$ cat src/rtl/core/i2a_pkg.sv
// Shared constants, types and helper functions for the integer to ASCII formatter.
`default_nettype none

package i2a_pkg;

    localparam int MAX_DIGITS = 22;
    localparam int MAX_WIDTH  = 64;
    localparam int MAX_PREC   = MAX_WIDTH - 3;
    localparam int DEC_DIGITS = 20;
    localparam int VALUE_W    = 64;

    localparam int CNT_W  = $clog2(MAX_DIGITS + 1);
    localparam int IDX_W  = $clog2(MAX_DIGITS);
    localparam int POS_W  = $clog2(MAX_WIDTH + 1);
    localparam int STEP_W = $clog2(VALUE_W);
    localparam int FW_W   = 7;
    localparam int PREC_W = 6;

    localparam logic [1:0] BASE_OCT  = 2'd0;
    localparam logic [1:0] BASE_DEC  = 2'd1;
    localparam logic [1:0] BASE_HEX  = 2'd2;
    localparam logic [1:0] BASE_RSVD = 2'd3;

    localparam logic [1:0] SIGN_NONE  = 2'd0;
    localparam logic [1:0] SIGN_MINUS = 2'd1;
    localparam logic [1:0] SIGN_PLUS  = 2'd2;
    localparam logic [1:0] SIGN_SPACE = 2'd3;

    localparam logic [7:0] CH_ZERO  = 8'h30;
    localparam logic [7:0] CH_SPACE = 8'h20;
    localparam logic [7:0] CH_MINUS = 8'h2D;
    localparam logic [7:0] CH_PLUS  = 8'h2B;
    localparam logic [7:0] CH_X_LO  = 8'h78;
    localparam logic [7:0] CH_X_UP  = 8'h58;
    localparam logic [7:0] CH_A_LO  = 8'h61;
    localparam logic [7:0] CH_A_UP  = 8'h41;

    typedef logic [3:0] digit_t;

    typedef struct packed {
        logic [VALUE_W-1:0] value;
        logic [1:0]         base_select;
        logic               uppercase;
        logic               alt_form;
        logic               left_adjust;
        logic               zero_pad;
        logic [FW_W-1:0]    field_width;
        logic               precision_given;
        logic [PREC_W-1:0]  precision;
        logic [1:0]         sign_code;
    } fmt_t;

    typedef struct packed {
        logic load;
        logic radix_step;
        logic dd_step;
        logic scan_mode;
        logic scan_step;
        logic plan_a;
        logic plan_b;
        logic emit;
    } cmd_t;

    typedef struct packed {
        logic load_dec;
        logic value_zero;
        logic dd_last;
        logic scan_done;
        logic out_free;
        logic last_pos;
    } stat_t;

    function automatic logic [7:0] digit_char(input digit_t d, input logic upper);
        logic [7:0] base_ch;
        if (d < 4'd10)
        begin
            return CH_ZERO + {4'b0, d};
        end
        base_ch = upper ? CH_A_UP : CH_A_LO;
        return base_ch + {4'b0, d} - 8'd10;
    endfunction

endpackage

`default_nettype wire

$ cat src/rtl/core/i2a_in_if.sv
// Request channel: one integer with its format fields.
`default_nettype none

interface i2a_in_if;
    logic        valid;
    logic        ready;
    logic [63:0] value;
    logic [1:0]  base_select;
    logic        uppercase;
    logic        alt_form;
    logic        left_adjust;
    logic        zero_pad;
    logic [6:0]  field_width;
    logic        precision_given;
    logic [5:0]  precision;
    logic [1:0]  sign_code;

    modport source (
        output valid, value, base_select, uppercase, alt_form, left_adjust, zero_pad,
               field_width, precision_given, precision, sign_code,
        input  ready
    );

    modport sink (
        input  valid, value, base_select, uppercase, alt_form, left_adjust, zero_pad,
               field_width, precision_given, precision, sign_code,
        output ready
    );
endinterface

`default_nettype wire

$ cat src/rtl/core/i2a_out_if.sv
// Character channel: one output character with an end-of-text flag.
`default_nettype none

interface i2a_out_if;
    logic       valid;
    logic       ready;
    logic [7:0] out_char;
    logic       last_char;

    modport source (
        output valid, out_char, last_char,
        input  ready
    );

    modport sink (
        input  valid, out_char, last_char,
        output ready
    );
endinterface

`default_nettype wire

$ cat src/rtl/core/integer_to_ascii_formatter.sv
// After load, decimal digits come from a 64-step double dabble over the digit store; the zero
// scan then drops leading zeros one per cycle. Octal and hex digits are shifted out of the
// value until it is zero. Layout steps plan_a and plan_b follow; characters then leave one
// per cycle while the receiver is ready (max(width, text length), at most 64 per request).
// A new request is taken once the last character sits in the output register.
// Reset (rst_n, async active low) clears the controller, digit count, character position and output valid.
`default_nettype none

module integer_to_ascii_formatter (
    input  wire logic   clk,
    input  wire logic   rst_n,
    i2a_in_if.sink      req,
    i2a_out_if.source   txt
);

    i2a_pkg::fmt_t  fmt;
    i2a_pkg::cmd_t  cmd;
    i2a_pkg::stat_t stat;
    logic           req_ready;
    logic           txt_valid;
    logic [7:0]     txt_char;
    logic           txt_last;

    assign fmt.value           = req.value;
    assign fmt.base_select     = req.base_select;
    assign fmt.uppercase       = req.uppercase;
    assign fmt.alt_form        = req.alt_form;
    assign fmt.left_adjust     = req.left_adjust;
    assign fmt.zero_pad        = req.zero_pad;
    assign fmt.field_width     = req.field_width;
    assign fmt.precision_given = req.precision_given;
    assign fmt.precision       = req.precision;
    assign fmt.sign_code       = req.sign_code;

    i2a_ctrl u_ctrl (
        .clk       (clk),
        .rst_n     (rst_n),
        .req_valid (req.valid),
        .req_ready (req_ready),
        .stat      (stat),
        .cmd       (cmd)
    );

    i2a_datapath u_datapath (
        .clk       (clk),
        .rst_n     (rst_n),
        .fmt       (fmt),
        .cmd       (cmd),
        .stat      (stat),
        .txt_ready (txt.ready),
        .txt_valid (txt_valid),
        .txt_char  (txt_char),
        .txt_last  (txt_last)
    );

    assign req.ready     = req_ready;
    assign txt.valid     = txt_valid;
    assign txt.out_char  = txt_char;
    assign txt.last_char = txt_last;

endmodule

`default_nettype wire

$ cat src/rtl/core/i2a_datapath.sv
// Datapath: digit extraction, digit store, field layout and character output register.
`default_nettype none

module i2a_datapath (
    input  wire logic          clk,
    input  wire logic          rst_n,
    input  wire i2a_pkg::fmt_t fmt,
    input  wire i2a_pkg::cmd_t cmd,
    output i2a_pkg::stat_t     stat,
    input  wire logic          txt_ready,
    output logic               txt_valid,
    output logic [7:0]         txt_char,
    output logic               txt_last
);

    localparam int CNT_W  = i2a_pkg::CNT_W;
    localparam int POS_W  = i2a_pkg::POS_W;
    localparam int IDX_W  = i2a_pkg::IDX_W;
    localparam int VW     = i2a_pkg::VALUE_W;

    // control state
    logic [CNT_W-1:0]  count_reg, count_next;
    logic [POS_W-1:0]  pos_reg, pos_next;
    logic              valid_reg, valid_next;

    // payload
    i2a_pkg::digit_t   digits_reg [i2a_pkg::MAX_DIGITS];
    i2a_pkg::digit_t   digits_next [i2a_pkg::MAX_DIGITS];
    i2a_pkg::digit_t   adj [i2a_pkg::DEC_DIGITS];
    logic [VW-1:0]     value_reg, value_next;
    logic [i2a_pkg::STEP_W-1:0] step_reg, step_next;

    logic [1:0]        base_reg;
    logic              upper_reg, alt_reg, left_reg, zpad_reg, pgiven_reg;
    logic [i2a_pkg::FW_W-1:0]   width_reg;
    logic [i2a_pkg::PREC_W-1:0] prec_reg;
    logic [1:0]        scode_reg;

    logic [i2a_pkg::PREC_W-1:0] zfill_reg;
    logic [1:0]        pref_reg;
    logic [POS_W-1:0]  core_reg, pad_reg;
    logic              zmode_reg;
    logic [POS_W-1:0]  b0_reg, b1_reg, b2_reg, b4_reg, b5_reg, total_reg;
    logic              blank_reg;

    logic [7:0]        char_reg;
    logic              last_reg;

    // planning terms
    logic [i2a_pkg::PREC_W-1:0] mind;
    logic [i2a_pkg::PREC_W-1:0] zfill_calc;
    logic [1:0]        pref_calc;
    logic              sign_len;
    logic [POS_W-1:0]  core_calc, pad_calc;
    logic [POS_W-1:0]  b0_calc, b1_calc, b2_calc, b3_calc, b4_calc, b5_calc, total_calc;

    // emission
    logic [POS_W-1:0]  emit_off;
    logic [IDX_W-1:0]  rd_idx;
    i2a_pkg::digit_t   rd_digit;
    logic [7:0]        emit_char;
    logic              is_dec_in;

    assign is_dec_in = (fmt.base_select == i2a_pkg::BASE_DEC)
                    || (fmt.base_select == i2a_pkg::BASE_RSVD);

    assign emit_off = b5_reg - {{(POS_W-1){1'b0}}, 1'b1} - pos_reg;
    assign rd_idx   = cmd.scan_mode ? IDX_W'(count_reg - {{(CNT_W-1){1'b0}}, 1'b1})
                                    : emit_off[IDX_W-1:0];
    assign rd_digit = digits_reg[rd_idx];

    assign stat.load_dec   = is_dec_in;
    assign stat.value_zero = (value_reg == '0);
    assign stat.dd_last    = &step_reg;
    assign stat.scan_done  = (count_reg == '0) || (rd_digit != 4'd0);
    assign stat.out_free   = !valid_reg || txt_ready;
    assign stat.last_pos   = (pos_reg == total_reg - {{(POS_W-1){1'b0}}, 1'b1});

    // layout, first half
    always_comb
    begin
        mind       = pgiven_reg ? prec_reg : {{(i2a_pkg::PREC_W-1){1'b0}}, 1'b1};
        zfill_calc = (mind > {1'b0, count_reg}) ? mind - {1'b0, count_reg} : '0;
        sign_len   = (scode_reg != i2a_pkg::SIGN_NONE);
        if (alt_reg && (base_reg == i2a_pkg::BASE_OCT) && (zfill_calc == '0))
        begin
            pref_calc = 2'd1;
        end
        else if (alt_reg && (base_reg == i2a_pkg::BASE_HEX) && (count_reg != '0))
        begin
            pref_calc = 2'd2;
        end
        else
        begin
            pref_calc = 2'd0;
        end
        core_calc = {{(POS_W-1){1'b0}}, sign_len} + {{(POS_W-2){1'b0}}, pref_calc}
                  + {1'b0, zfill_calc} + {{(POS_W-CNT_W){1'b0}}, count_reg};
        pad_calc  = (width_reg > core_calc) ? width_reg - core_calc : '0;
    end

    // layout, second half: segment boundaries
    always_comb
    begin
        b0_calc    = (!left_reg && !zmode_reg) ? pad_reg : '0;
        b1_calc    = b0_calc + {{(POS_W-1){1'b0}}, sign_len};
        b2_calc    = b1_calc + {{(POS_W-2){1'b0}}, pref_reg};
        b3_calc    = b2_calc + (zmode_reg ? pad_reg : '0);
        b4_calc    = b3_calc + {1'b0, zfill_reg};
        b5_calc    = b4_calc + {{(POS_W-CNT_W){1'b0}}, count_reg};
        total_calc = (width_reg > core_reg) ? width_reg : core_reg;
        if (total_calc == '0)
        begin
            total_calc = {{(POS_W-1){1'b0}}, 1'b1};
        end
    end

    always_comb
    begin
        if (blank_reg)
        begin
            emit_char = i2a_pkg::CH_ZERO;
        end
        else if (pos_reg < b0_reg)
        begin
            emit_char = i2a_pkg::CH_SPACE;
        end
        else if (pos_reg < b1_reg)
        begin
            case (scode_reg)
                i2a_pkg::SIGN_MINUS: emit_char = i2a_pkg::CH_MINUS;
                i2a_pkg::SIGN_PLUS:  emit_char = i2a_pkg::CH_PLUS;
                default:             emit_char = i2a_pkg::CH_SPACE;
            endcase
        end
        else if (pos_reg < b2_reg)
        begin
            if (pos_reg == b1_reg)
            begin
                emit_char = i2a_pkg::CH_ZERO;
            end
            else
            begin
                emit_char = upper_reg ? i2a_pkg::CH_X_UP : i2a_pkg::CH_X_LO;
            end
        end
        else if (pos_reg < b4_reg)
        begin
            emit_char = i2a_pkg::CH_ZERO;
        end
        else if (pos_reg < b5_reg)
        begin
            emit_char = i2a_pkg::digit_char(rd_digit, upper_reg);
        end
        else
        begin
            emit_char = i2a_pkg::CH_SPACE;
        end
    end

    // digit store: radix digits by shifting, decimal by double dabble in place
    always_comb
    begin
        digits_next = digits_reg;
        value_next  = value_reg;
        step_next   = step_reg;
        for (int i = 0; i < i2a_pkg::DEC_DIGITS; i++)
        begin
            adj[i] = (digits_reg[i] >= 4'd5) ? digits_reg[i] + 4'd3 : digits_reg[i];
        end
        if (cmd.load)
        begin
            for (int i = 0; i < i2a_pkg::MAX_DIGITS; i++)
            begin
                digits_next[i] = '0;
            end
            value_next = fmt.value;
            step_next  = '0;
        end
        else if (cmd.radix_step)
        begin
            if (base_reg == i2a_pkg::BASE_OCT)
            begin
                digits_next[count_reg[IDX_W-1:0]] = {1'b0, value_reg[2:0]};
                value_next = value_reg >> 3;
            end
            else
            begin
                digits_next[count_reg[IDX_W-1:0]] = value_reg[3:0];
                value_next = value_reg >> 4;
            end
        end
        else if (cmd.dd_step)
        begin
            digits_next[0] = {adj[0][2:0], value_reg[VW-1]};
            for (int i = 1; i < i2a_pkg::DEC_DIGITS; i++)
            begin
                digits_next[i] = {adj[i][2:0], adj[i-1][3]};
            end
            value_next = value_reg << 1;
            step_next  = step_reg + 1'b1;
        end
    end

    always_comb
    begin
        count_next = count_reg;
        if (cmd.load)
        begin
            count_next = is_dec_in ? CNT_W'(i2a_pkg::DEC_DIGITS) : '0;
        end
        else if (cmd.radix_step)
        begin
            count_next = count_reg + 1'b1;
        end
        else if (cmd.scan_step)
        begin
            count_next = count_reg - 1'b1;
        end
    end

    always_comb
    begin
        pos_next   = pos_reg;
        valid_next = valid_reg;
        if (cmd.plan_b)
        begin
            pos_next = '0;
        end
        else if (cmd.emit)
        begin
            pos_next = stat.last_pos ? '0 : pos_reg + 1'b1;
        end
        if (cmd.emit)
        begin
            valid_next = 1'b1;
        end
        else if (txt_ready)
        begin
            valid_next = 1'b0;
        end
    end

    always_ff @(posedge clk or negedge rst_n)
    begin
        if (!rst_n)
        begin
            count_reg <= '0;
            pos_reg   <= '0;
            valid_reg <= 1'b0;
        end
        else
        begin
            count_reg <= count_next;
            pos_reg   <= pos_next;
            valid_reg <= valid_next;
        end
    end

    always_ff @(posedge clk)
    begin
        digits_reg <= digits_next;
        value_reg  <= value_next;
        step_reg   <= step_next;
        if (cmd.load)
        begin
            base_reg   <= fmt.base_select;
            upper_reg  <= fmt.uppercase;
            alt_reg    <= fmt.alt_form;
            left_reg   <= fmt.left_adjust;
            zpad_reg   <= fmt.zero_pad;
            pgiven_reg <= fmt.precision_given;
            scode_reg  <= fmt.sign_code;
            width_reg  <= (fmt.field_width > i2a_pkg::FW_W'(i2a_pkg::MAX_WIDTH))
                        ? i2a_pkg::FW_W'(i2a_pkg::MAX_WIDTH) : fmt.field_width;
            prec_reg   <= (fmt.precision > i2a_pkg::PREC_W'(i2a_pkg::MAX_PREC))
                        ? i2a_pkg::PREC_W'(i2a_pkg::MAX_PREC) : fmt.precision;
        end
        if (cmd.plan_a)
        begin
            zfill_reg <= zfill_calc;
            pref_reg  <= pref_calc;
            core_reg  <= core_calc;
            pad_reg   <= pad_calc;
            zmode_reg <= zpad_reg && !left_reg && !pgiven_reg;
        end
        if (cmd.plan_b)
        begin
            b0_reg    <= b0_calc;
            b1_reg    <= b1_calc;
            b2_reg    <= b2_calc;
            b4_reg    <= b4_calc;
            b5_reg    <= b5_calc;
            total_reg <= total_calc;
            blank_reg <= (core_reg == '0) && (width_reg == '0);
        end
        if (cmd.emit)
        begin
            char_reg <= emit_char;
            last_reg <= stat.last_pos;
        end
    end

    assign txt_valid = valid_reg;
    assign txt_char  = char_reg;
    assign txt_last  = last_reg;

    a_count_bound: assert property (@(posedge clk) disable iff (!rst_n)
        count_reg <= CNT_W'(i2a_pkg::MAX_DIGITS))
        else $error("digit count beyond store depth");

    a_emit_in_range: assert property (@(posedge clk) disable iff (!rst_n)
        cmd.emit |-> (pos_reg < total_reg))
        else $error("character position past end of text");

    a_scan_nonempty: assert property (@(posedge clk) disable iff (!rst_n)
        cmd.scan_step |-> (count_reg != '0))
        else $error("leading zero scan below first digit");

    a_pos_cleared: assert property (@(posedge clk) disable iff (!rst_n)
        (cmd.emit && stat.last_pos) |=> (pos_reg == '0))
        else $error("position not cleared after last character");

endmodule

`default_nettype wire

$ cat src/rtl/core/i2a_ctrl.sv
// Controller: sequences load, digit extraction, zero scan, layout and character emission.
`default_nettype none

module i2a_ctrl (
    input  wire logic           clk,
    input  wire logic           rst_n,
    input  wire logic           req_valid,
    output logic                req_ready,
    input  wire i2a_pkg::stat_t stat,
    output i2a_pkg::cmd_t       cmd
);

    localparam logic [2:0] ST_IDLE   = 3'd0;
    localparam logic [2:0] ST_RADIX  = 3'd1;
    localparam logic [2:0] ST_DEC    = 3'd2;
    localparam logic [2:0] ST_SCAN   = 3'd3;
    localparam logic [2:0] ST_PLAN_A = 3'd4;
    localparam logic [2:0] ST_PLAN_B = 3'd5;
    localparam logic [2:0] ST_EMIT   = 3'd6;

    logic [2:0] state_reg, state_next;

    always_comb
    begin
        state_next    = state_reg;
        cmd           = '0;
        req_ready     = 1'b0;
        cmd.scan_mode = (state_reg == ST_SCAN);
        case (state_reg)
            ST_IDLE:
            begin
                req_ready = 1'b1;
                if (req_valid)
                begin
                    cmd.load   = 1'b1;
                    state_next = stat.load_dec ? ST_DEC : ST_RADIX;
                end
            end
            ST_RADIX:
            begin
                if (stat.value_zero)
                begin
                    state_next = ST_PLAN_A;
                end
                else
                begin
                    cmd.radix_step = 1'b1;
                end
            end
            ST_DEC:
            begin
                cmd.dd_step = 1'b1;
                if (stat.dd_last)
                begin
                    state_next = ST_SCAN;
                end
            end
            ST_SCAN:
            begin
                if (stat.scan_done)
                begin
                    state_next = ST_PLAN_A;
                end
                else
                begin
                    cmd.scan_step = 1'b1;
                end
            end
            ST_PLAN_A:
            begin
                cmd.plan_a = 1'b1;
                state_next = ST_PLAN_B;
            end
            ST_PLAN_B:
            begin
                cmd.plan_b = 1'b1;
                state_next = ST_EMIT;
            end
            ST_EMIT:
            begin
                if (stat.out_free)
                begin
                    cmd.emit = 1'b1;
                    if (stat.last_pos)
                    begin
                        state_next = ST_IDLE;
                    end
                end
            end
            default:
            begin
                state_next = ST_IDLE;
            end
        endcase
    end

    always_ff @(posedge clk or negedge rst_n)
    begin
        if (!rst_n)
        begin
            state_reg <= ST_IDLE;
        end
        else
        begin
            state_reg <= state_next;
        end
    end

    a_last_to_idle: assert property (@(posedge clk) disable iff (!rst_n)
        (cmd.emit && stat.last_pos) |=> (state_reg == ST_IDLE))
        else $error("controller did not finish after last character");

    a_dec_to_scan: assert property (@(posedge clk) disable iff (!rst_n)
        (cmd.dd_step && stat.dd_last) |=> (state_reg == ST_SCAN))
        else $error("decimal conversion did not hand over to zero scan");

    a_plan_order: assert property (@(posedge clk) disable iff (!rst_n)
        cmd.plan_a |=> cmd.plan_b)
        else $error("layout steps out of order");

endmodule

`default_nettype wire

$ cat src/flat_wrapper.sv
// flat-port wrapper written by rule: the top's interface ports become plain ports
module integer_to_ascii_formatter_flat 
  (clk, rst_n, req_valid, req_value, req_base_select, req_uppercase, req_alt_form, req_left_adjust, req_zero_pad, req_field_width, req_precision_given, req_precision, req_sign_code, req_ready, txt_valid, txt_out_char, txt_last_char, txt_ready);
  i2a_in_if req_i ();
  i2a_out_if txt_i ();
  input  wire logic clk;
  input  wire logic rst_n;
  input wire logic [$bits(req_i.valid)-1:0] req_valid;
  input wire logic [$bits(req_i.value)-1:0] req_value;
  input wire logic [$bits(req_i.base_select)-1:0] req_base_select;
  input wire logic [$bits(req_i.uppercase)-1:0] req_uppercase;
  input wire logic [$bits(req_i.alt_form)-1:0] req_alt_form;
  input wire logic [$bits(req_i.left_adjust)-1:0] req_left_adjust;
  input wire logic [$bits(req_i.zero_pad)-1:0] req_zero_pad;
  input wire logic [$bits(req_i.field_width)-1:0] req_field_width;
  input wire logic [$bits(req_i.precision_given)-1:0] req_precision_given;
  input wire logic [$bits(req_i.precision)-1:0] req_precision;
  input wire logic [$bits(req_i.sign_code)-1:0] req_sign_code;
  output wire logic [$bits(req_i.ready)-1:0] req_ready;
  output wire logic [$bits(txt_i.valid)-1:0] txt_valid;
  output wire logic [$bits(txt_i.out_char)-1:0] txt_out_char;
  output wire logic [$bits(txt_i.last_char)-1:0] txt_last_char;
  input wire logic [$bits(txt_i.ready)-1:0] txt_ready;
  assign req_i.valid = req_valid;
  assign req_i.value = req_value;
  assign req_i.base_select = req_base_select;
  assign req_i.uppercase = req_uppercase;
  assign req_i.alt_form = req_alt_form;
  assign req_i.left_adjust = req_left_adjust;
  assign req_i.zero_pad = req_zero_pad;
  assign req_i.field_width = req_field_width;
  assign req_i.precision_given = req_precision_given;
  assign req_i.precision = req_precision;
  assign req_i.sign_code = req_sign_code;
  assign req_ready = req_i.ready;
  assign txt_valid = txt_i.valid;
  assign txt_out_char = txt_i.out_char;
  assign txt_last_char = txt_i.last_char;
  assign txt_i.ready = txt_ready;
  integer_to_ascii_formatter u_core (.clk(clk), .rst_n(rst_n), .req(req_i), .txt(txt_i));
endmodule
$ cat config.mk
export PLATFORM = sky130hd
export DESIGN_NAME = integer_to_ascii_formatter_flat
export DESIGN_NICKNAME = d
export VERILOG_FILES = /design/src/rtl/core/i2a_pkg.sv /design/src/rtl/core/i2a_in_if.sv /design/src/rtl/core/i2a_out_if.sv /design/src/rtl/core/integer_to_ascii_formatter.sv /design/src/rtl/core/i2a_datapath.sv /design/src/rtl/core/i2a_ctrl.sv /design/src/flat_wrapper.sv
export SDC_FILE = /design/constraint.sdc
export NUM_CORES = 1
export LEC_CHECK = 0
export BUFFER_PORTS_ARGS = -buffer_cell sky130_fd_sc_hd__clkbuf_2
export CAP_MARGIN = 20
export CORE_MARGIN = 3
export CORE_UTILIZATION = 45
export DETAILED_ROUTE_END_ITERATION = 8
export PLACE_DENSITY_LB_ADDON = 0.2
export SLEW_MARGIN = 20
export SYNTH_ARGS = -nofsm -noshare
export SYNTH_HDL_FRONTEND = slang
export SYNTH_HIERARCHICAL = 1
export SYNTH_SLANG_ARGS = --single-unit
export TNS_END_PERCENT = 50
$ cat constraint.sdc
create_clock -name clk -period 5.25 [get_ports clk]
set_input_delay 0 -clock clk [delete_from_list [all_inputs] [get_ports clk]]
set_output_delay 0 -clock clk [all_outputs]
set_load 0.01 [all_outputs]
==> results.txt, run 1 <==
----------------------------------------------------
[Final layout]
  Number of inserted diodes ... 0
  Fillers ... 3,492
  Fraction of the core area covered by cells at the end of the flow ... 0.5543
  Layout Area Growth over Synthesis ... 19.83%
  Final layout net count ... 2,517
  Share of post-route cells with drive strength above 1 ... 0.1344
  Flip-flop count of the largest register, all copies and words added ... 88

[STA]
  Final setup skew ... 0.01291 ns
  Setup slack after layout ... -0.01172 ns
  Setup violations, final ... 6
  Tmin final ... 5.262 ns
  Setup repair after global routing missed its margin ... true
  Share of the clock period used by the worst path ... 1.002
  Final hold vios ... 0
  Relative max-transition margin ... 0.2674
  Max Transition Viols Final ... 0
  Tightest Pin Transition ... 1.099 ns
  F_max ... 190.1 MHz

[Clock tree]
  Maximum clock path buffer count ... 3
  Clock-pin slew on the worst setup and hold paths ... 0.06 ns
  CTS tree ... yes
  Source-to-sink clock delay at the later pin of the worst-skew pair ... 0.58 ns
  TritonCTS sink count ... 270
  TritonCTS buffer count ... 31
  Htree depth ... 1
  Cell at the root of the clock tree ... clkbuf_16

[Yosys]
  Distinct cell type count of the synthesized netlist ... 71
  Dominant cell by count in the synthesized netlist ... o21ai_0
  Top post-synthesis cells by count ... o21ai_0, nand2_1, nor2_1, edfxtp_1, inv_1
  Post-synth top area share ... 0.2645
  Gate count after technology mapping ... 2,084
  Most instantiated flip-flop cell in the synthesis netlist ... edfxtp_1
  Flip-flop and latch count after synthesis ... 270
  Library cell occupying the most area in the post-synthesis netlist ... edfxtp_1
  Number of warnings reported in the yosys synthesis log ... 6
  Leading post-synthesis cells by cell area ... edfxtp_1, dfxtp_1, ha_1, o21ai_0, nand2_1
  Mapped Nets ... about 2,300
  Post-Synthesis Mean Instance Area ... 8.718 µm²
  Proportion of register bits with asynchronous set or reset after synthesis ... 0.05926
  Post-synth design cell area ... between 0.015 and 0.02 mm²
  Share of the yosys chip area belonging to registers ... 0.3901
  Number of enable-type register cells in the synthesized netlist ... between 150 and 200

[Pwr]
  Final Power ... 15.94 mW
  Static Leak ... 8.710 nW
  Total power per unit cell area ... 732.3 mW/mm²
  Largest vdd supply drop ... 0.3960 mV

[Route]
  DR pass1 iterations ... 5
  Vias per inst ... 5.599
  Vias after detailed routing ... 15,811
  DRC violation count after routing ... 0
  Total wire length after detailed routing ... 49.36 mm
  Number of DRC markers after the initial detailed-route iteration ... 1,253
  Final routed wire length divided by cell count ... approximately 17 µm
  Number of nets still failing antenna checks after routing ... 0

[Die]
  Starting Density ... 0.4625
  Std-Cell Core Area ... 0.03928 mm²
  Die height ... just over 200 µm
  Site Rows ... a little over 70
  Die Footprint ... 0.04282 mm²
  Number of primary I/O pins ... a little over 100
  Die Span X ... between 200 and 250 µm

[Setup path]
  Worst path bufs/invs ... 3
  R2r setup slk ... -0.01 ns
  Critical path's largest stage delay ... 0.46 ns
  Slowest library cell on the worst path ... fa_2
  CP Cell Sequence ... nor2b_4 > ha_4 > inv_4 > fa_2 > a221o_1 > a21oi_2 > a41oi_2 > a21oi_4 > nor2_2 > nor4_2 > nor4b_2 > buf_4 > ha_4 > fa_2 > inv_2 > ha_4 > a21o_1 > a21o_1 > a21oi_2 > o21bai_2 > maj3_2 > a21oi_4 > a41o_4 > nor2_1
  Data arrival time of the worst path ... 5.59 ns
  Worst Setup Start Kind ... flip-flop
  Crit-path most repeated cell ... ha_4
  Required arrival time at the worst endpoint ... 5.58 ns
  Worst-path fanout max ... 6
  Worst setup path class ... flip-flop to flip-flop
  Category of the worst setup path capture point ... flip-flop
  Cell family contributing the most delay on the critical path ... compound AO/OA/AOI/OAI gates

[Global routing]
  Vias in the first global route ... 15,300
  GRT Overall Usage ... 0.2288
  First-pass GRT wire length ... 79.76 mm
  Pin count of the biggest net entering global routing ... 110
  GRT overflow ... 0
  Antenna violations before repair ... 0

[Flow run]
  Number of maximum-capacitance constraint violations ... 0

[Status]
  Violated checks ... setup timing
  Result of the run ... finished with violations

[Place]
  Count of input and output buffers ... 99
  Dpl hpwl ... 33.44 mm
  Weighted congestion reported at the end of routability-driven placement ... 0.8755

[Worst hold path]
  Worst hold path type ... input port to flip-flop

----------------------------------------------------
[area by class of cell]
type                            count  area, µm²  area share
Sequential cell                   270       7087      0.3255
Clock inverter                     25      329.1     0.01511
Clock buffer                       32      779.5     0.03580
Multi-Input combinational cell   1557      10270      0.4716
Timing Repair Buffer              277       2113     0.09707
Inverter                          145      546.8     0.02511
Tap cell                          518      648.1     0.02977
[metrics by stage]
stage                     hold WS, ns  cells  TNS (ns)  area [µm²]  setup slack (ns)
after floorplan               -0.2956   2084         0       18170           0.08984
after global routing           0.1428   2824    -1.348       21770           -0.2065
after detailed placement     -0.02225   2661    -1.991       19450           -0.3137
after global placement       -0.02668   2661   -0.5751       19450           -0.1038
after CTS                      0.1225   2818         0       21610          0.003709
final                          0.1462   2824  -0.05663       21770          -0.01172
[cell families (layout without fill, tap and decap cells)]
family / after synthesis / in the layout / synth area share
adder cells (fa/ha/maj): 147 / 147 / 0.1072
flip-flops: 270 / 270 / 0.3901
multiplexers: 74 / 74 / 0.04718
AO/OA/AOI/OAI: 549 / 549 / 0.1806
buffers and inverters: 257 / 479 / 0.05661
XOR/XNOR: 77 / 77 / 0.03712
other: 1 / 1 / 0.0002064
AND/OR/NAND/NOR: 709 / 709 / 0.1811
[routing by layer]
layer,part of all wire,GRT usage,vias to the layer above
li1,-,-,7789
met1,0.46,0.3184,7549
met2,0.47,0.3807,393
met3,0.049,0.02587,80
met4,0.026,0.06116,0
met5,0,0,-
[path summary, 6_finish.rpt]
check / from / endpoint / depth (start not counted)
max: u_core/u_datapath/pgiven_reg / u_core/u_datapath/pad_reg[2] / 24
min: req_left_adjust / u_core/u_datapath/left_reg / 2
max reg2reg: u_core/u_datapath/pgiven_reg / u_core/u_datapath/pad_reg[2] / 24
min reg2reg: u_core/u_datapath/step_reg[5] / u_core/u_datapath/step_reg[5] / 2
max in group asynchronous: rst_n / u_core/u_datapath/count_reg[2] / 3
min in group asynchronous: rst_n / u_core/u_datapath/txt_valid / 3
[worst reg2reg max path, delay by kind of cell (launching register included)]
family,cells,cell delay (ns)
adder cells (fa/ha/maj),6,1.66
AO/OA/AOI/OAI,10,1.76
buffers and inverters,3,0.31
AND/OR/NAND/NOR,5,0.88
flip-flops,1,0.39
[layout by cell type, fill, tap and decap left out, types with 7 or more instances in the layout]
| cell | Yosys | layout |
|---|---|---|
| o31ai_1 | 8 | 8 |
| nand4_1 | 12 | 12 |
| and2_1 | 16 | 13 |
| dlygate4sd3_1 | 0 | 91 |
| mux2_2 | 10 | 10 |
| and3_1 | 7 | 7 |
| a221oi_1 | 31 | 31 |
| nand3_1 | 81 | 81 |
| nand2_1 | 239 | 238 |
| dfrtp_1 | 16 | 16 |
| nor3_1 | 40 | 39 |
| buf_4 | 4 | 82 |
| nand2b_1 | 36 | 35 |
| inv_1 | 144 | 142 |
| edfxtp_1 | 160 | 160 |
| mux2i_1 | 55 | 55 |
| a21oi_1 | 128 | 123 |
| xor2_1 | 17 | 16 |
| nor2_1 | 185 | 178 |
| o21bai_1 | 8 | 7 |
| a22oi_1 | 19 | 19 |
| o21ai_0 | 243 | 243 |
| clkbuf_2 | 0 | 99 |
| dfxtp_1 | 94 | 94 |
| nor4_1 | 24 | 23 |
| bufinv_16 | 0 | 7 |
| a21o_1 | 32 | 32 |
| o211ai_1 | 8 | 8 |
| nor2b_1 | 23 | 21 |
| fa_1 | 15 | 12 |
| a211oi_1 | 30 | 30 |
| nor3b_1 | 27 | 26 |
| clkbuf_16 | 0 | 31 |
| mux4_2 | 7 | 7 |
| xnor2_1 | 60 | 59 |
| ha_1 | 130 | 126 |
[report_power, final]
group          internal [mW]  switching (mW)
Combinational           3.95            5.21
Clock                   1.43           0.941
Sequential              3.59           0.824
Total                   8.97            6.97
[timing repair]
| item | CTS | global route |
|---|---|---|
| gates resized for setup | 18 | 24 |
| endpoints found under the setup margin | 7 | 7 |
| pin swaps | 16 | 23 |
| hold buffers | 91 | 0 |
| buffers inserted | 9 | 8 |
| hold endpoints to repair | 107 | 0 |
No activity file was read; power rests on OpenSTA's default activity.
==> run 2, diff against run 1 <==
--- a/config.mk
+++ b/config.mk
@@ -7,10 +7,11 @@
 export LEC_CHECK = 0
 export BUFFER_PORTS_ARGS = -buffer_cell sky130_fd_sc_hd__clkbuf_2
 export CAP_MARGIN = 20
+export CORE_ASPECT_RATIO = 1.75
 export CORE_MARGIN = 3
 export CORE_UTILIZATION = 45
 export DETAILED_ROUTE_END_ITERATION = 8
-export PLACE_DENSITY_LB_ADDON = 0.2
+export PLACE_DENSITY = 0.6
 export SLEW_MARGIN = 20
 export SYNTH_ARGS = -nofsm -noshare
 export SYNTH_HDL_FRONTEND = slang
==> run 2 against run 1 <==
- first-iteration DRC count decreased by 25%
- the flow now finishes without violations
- power decreased by 2.7%
- register-to-register slack better by 0.03 ns
- core utilization down 1.3 points
- fmax increased by 0.59%
- global-route usage rose by 1.1 points
- via count up 0.35%
- final cell count is 1.8% lower
==> results.txt, run 2 (synthesized netlist as in run 1, its figures left out) <==
----------------------------------------------------
[Status]
  Result of the run ... completed

[Pwr]
  Static Leak ... 8.535 nW
  Largest vdd supply drop ... 0.4947 mV
  Total power per unit cell area ... 725.8 mW/mm²

[Route]
  DRC violation count after routing ... 0
  Total wire length after detailed routing ... 52.54 mm
  Final routed wire length divided by cell count ... approximately 19 µm
  Vias per inst ... 5.720
  Number of nets still failing antenna checks after routing ... 0
  Number of DRC markers after the initial detailed-route iteration ... 937
  DR pass1 iterations ... 7
  Vias after detailed routing ... 15,866

[STA]
  Setup violations, final ... 0
  F_max ... about 190 MHz
  Final hold vios ... 0
  Tmin final ... 5.231 ns
  Setup repair after global routing missed its margin ... true
  Setup slack after layout ... roughly 0.019 ns
  Tightest Pin Transition ... between 1 and 1.5 ns
  Relative max-transition margin ... 0.2946
  Max Transition Viols Final ... 0
  Worst slack on hold paths ... about 0.15 ns
  Final setup skew ... between 0.02 and 0.025 ns
  Share of the clock period used by the worst path ... 0.9964

[Global routing]
  Vias in the first global route ... roughly 16,000
  GRT Overall Usage ... 0.2402
  First-pass GRT wire length ... 82.17 mm
  Pin count of the biggest net entering global routing ... 114
  Antenna violations before repair ... 0
  GRT overflow ... 0

[Die]
  Site Rows ... 96
  Std-Cell Core Area ... 0.03952 mm²
  Number of primary I/O pins ... 101
  Die height ... 271.8 µm
  Starting Density ... 0.4597
  Die Footprint ... 0.04291 mm²
  Die Span X ... 157.9 µm

[Setup path]
  Worst-path fanout max ... 3
  CP Cell Sequence ... nor2b_1 > ha_2 > inv_2 > fa_2 > a221o_1 > a21oi_2 > a41oi_2 > a21oi_2 > buf_4 > nor2b_1 > fa_1 > fa_2 > inv_2 > buf_4 > buf_4 > fa_2 > a21o_1 > a21oi_2 > o21bai_1 > maj3_1 > xnor2_1 > nor2_1
  Cell family contributing the most delay on the critical path ... adder cells
  Slowest library cell on the worst path ... fa_2
  Critical path's largest stage delay ... 0.61 ns
  R2r setup slk ... 0.02 ns
  Data arrival time of the worst path ... 5.56 ns
  Required arrival time at the worst endpoint ... 5.58 ns
  Category of the worst setup path capture point ... flip-flop
  Worst setup path class ... flip-flop to flip-flop
  Worst path bufs/invs ... 5
  Worst Setup Start Kind ... flip-flop

[Final layout]
  Final layout net count ... 2,497
  Layout Area Growth over Synthesis ... 17.69%
  Count of non-filler cells in the finished layout ... between 2,000 and 3,000
  Commonest cells after routing, fill and taps aside ... o21ai_0, nand2_1, nor2_1
  Share of post-route cells with drive strength above 1 ... 0.1235
  Flip-flop count of the largest register, all copies and words added ... 88
  Leading cell type in the layout, fill and taps excluded ... o21ai_0
  Number of inserted diodes ... 0

[Place]
  Dpl hpwl ... 37.01 mm
  Weighted congestion reported at the end of routability-driven placement ... around 0.89
  DP Worst Slack ... -0.1889 ns
  Placed instance count ... between 2,000 and 3,000
  Count of input and output buffers ... between 90 and 100

[Clock tree]
  CTS tree ... yes
  TritonCTS buffer count ... 28
  Clock-pin slew on the worst setup and hold paths ... ~0.070 ns
  Cell at the root of the clock tree ... clkbuf_16
  Maximum clock path buffer count ... 3
  Source-to-sink clock delay at the later pin of the worst-skew pair ... 0.58 ns
  Htree depth ... 1
  TritonCTS sink count ... 270

[Flow run]
  Number of maximum-capacitance constraint violations ... 0

[Worst hold path]
  Worst hold path type ... input port to flip-flop

----------------------------------------------------
## run 2: changes by cell type in the layout (fill, tap and decap cells not counted), moves of 3 or more
cell	change
a21oi_2	+3
buf_4	-17
bufinv_16	-3
clkbuf_1	+4
clkbuf_16	-3
clkinvlp_4	-3
## run 2: routing by layer
| layer | track usage | wire length, µm | vias to the layer above |
|---|---|---|---|
| li1 | - | - | 7756 |
| met1 | 0.2490 | 18490 | 7532 |
| met2 | 0.4503 | 28430 | 411 |
| met3 | 0.02153 | 1751 | 167 |
| met4 | 0.1536 | 3867 | 0 |
| met5 | 0 | 0 | - |
## run 2: worst reg2reg max path, delay by kind of cell (launching register included)
family | cells | cell delay (ns)
buffers and inverters | 5 | 0.53
and+or+nand+nor | 3 | 0.29
AOI/OAI and AO/OA | 7 | 1.25
DFF | 1 | 0.36
adders and majority gates | 6 | 2.41
xor gates and xnor gates | 1 | 0.14
## run 2: final timing paths
path	to	cells past startpoint	startpoint
min	u_core/u_datapath/upper_reg	2	req_uppercase
max reg2reg	u_core/u_datapath/pad_reg[6]	22	u_core/u_datapath/pgiven_reg
max in group asynchronous	u_core/u_datapath/pos_reg[5]	3	rst_n
min in group asynchronous	u_core/u_datapath/count_reg[3]	3	rst_n
min reg2reg	u_core/u_datapath/step_reg[1]	2	u_core/u_datapath/step_reg[1]
max	u_core/u_datapath/pad_reg[6]	22	u_core/u_datapath/pgiven_reg
## run 2: final cells by class
cell class              instances  area, µm²
clock buffers                  33      719.4
clock inverters                19      214.0
fillers                      3594      18140
inverters                     145      544.3
multi-input cells            1557      10220
flip-flops and latches        270       7087
well taps                     490      613.1
repair buffers                260       1986
## run 2: per-stage QoR
| step | area [µm²] | util | power [mW] | setup TNS, ns |
|---|---|---|---|---|
| after CTS | 21270 | 0.5381 | 15.35 | 0 |
| after global routing | 21380 | 0.5410 | 16.72 | -0.7714 |
| after global placement | 19340 | 0.4895 | 12.77 | -0.3233 |
| final | 21380 | 0.5410 | 15.52 | 0 |
| after floorplan | 18170 | - | 10.50 | 0 |
| after detailed placement | 19340 | 0.4895 | 12.99 | -1.062 |
## run 2: repair_timing
action	in CTS	in global routing
endpoints found under the hold margin	107	0
setup buffers	3	5
resized for setup	13	20
setup endpoints to repair	7	7
hold buffers	91	0
pin swaps	8	18
## run 2: where the power goes
part	switching, mW	total, mW	internal [mW]	leakage [nW]
Clock	0.897	2.08	1.18	0.453
Combinational	5.14	8.99	3.84	5.61
Sequential	0.851	4.45	3.60	2.48
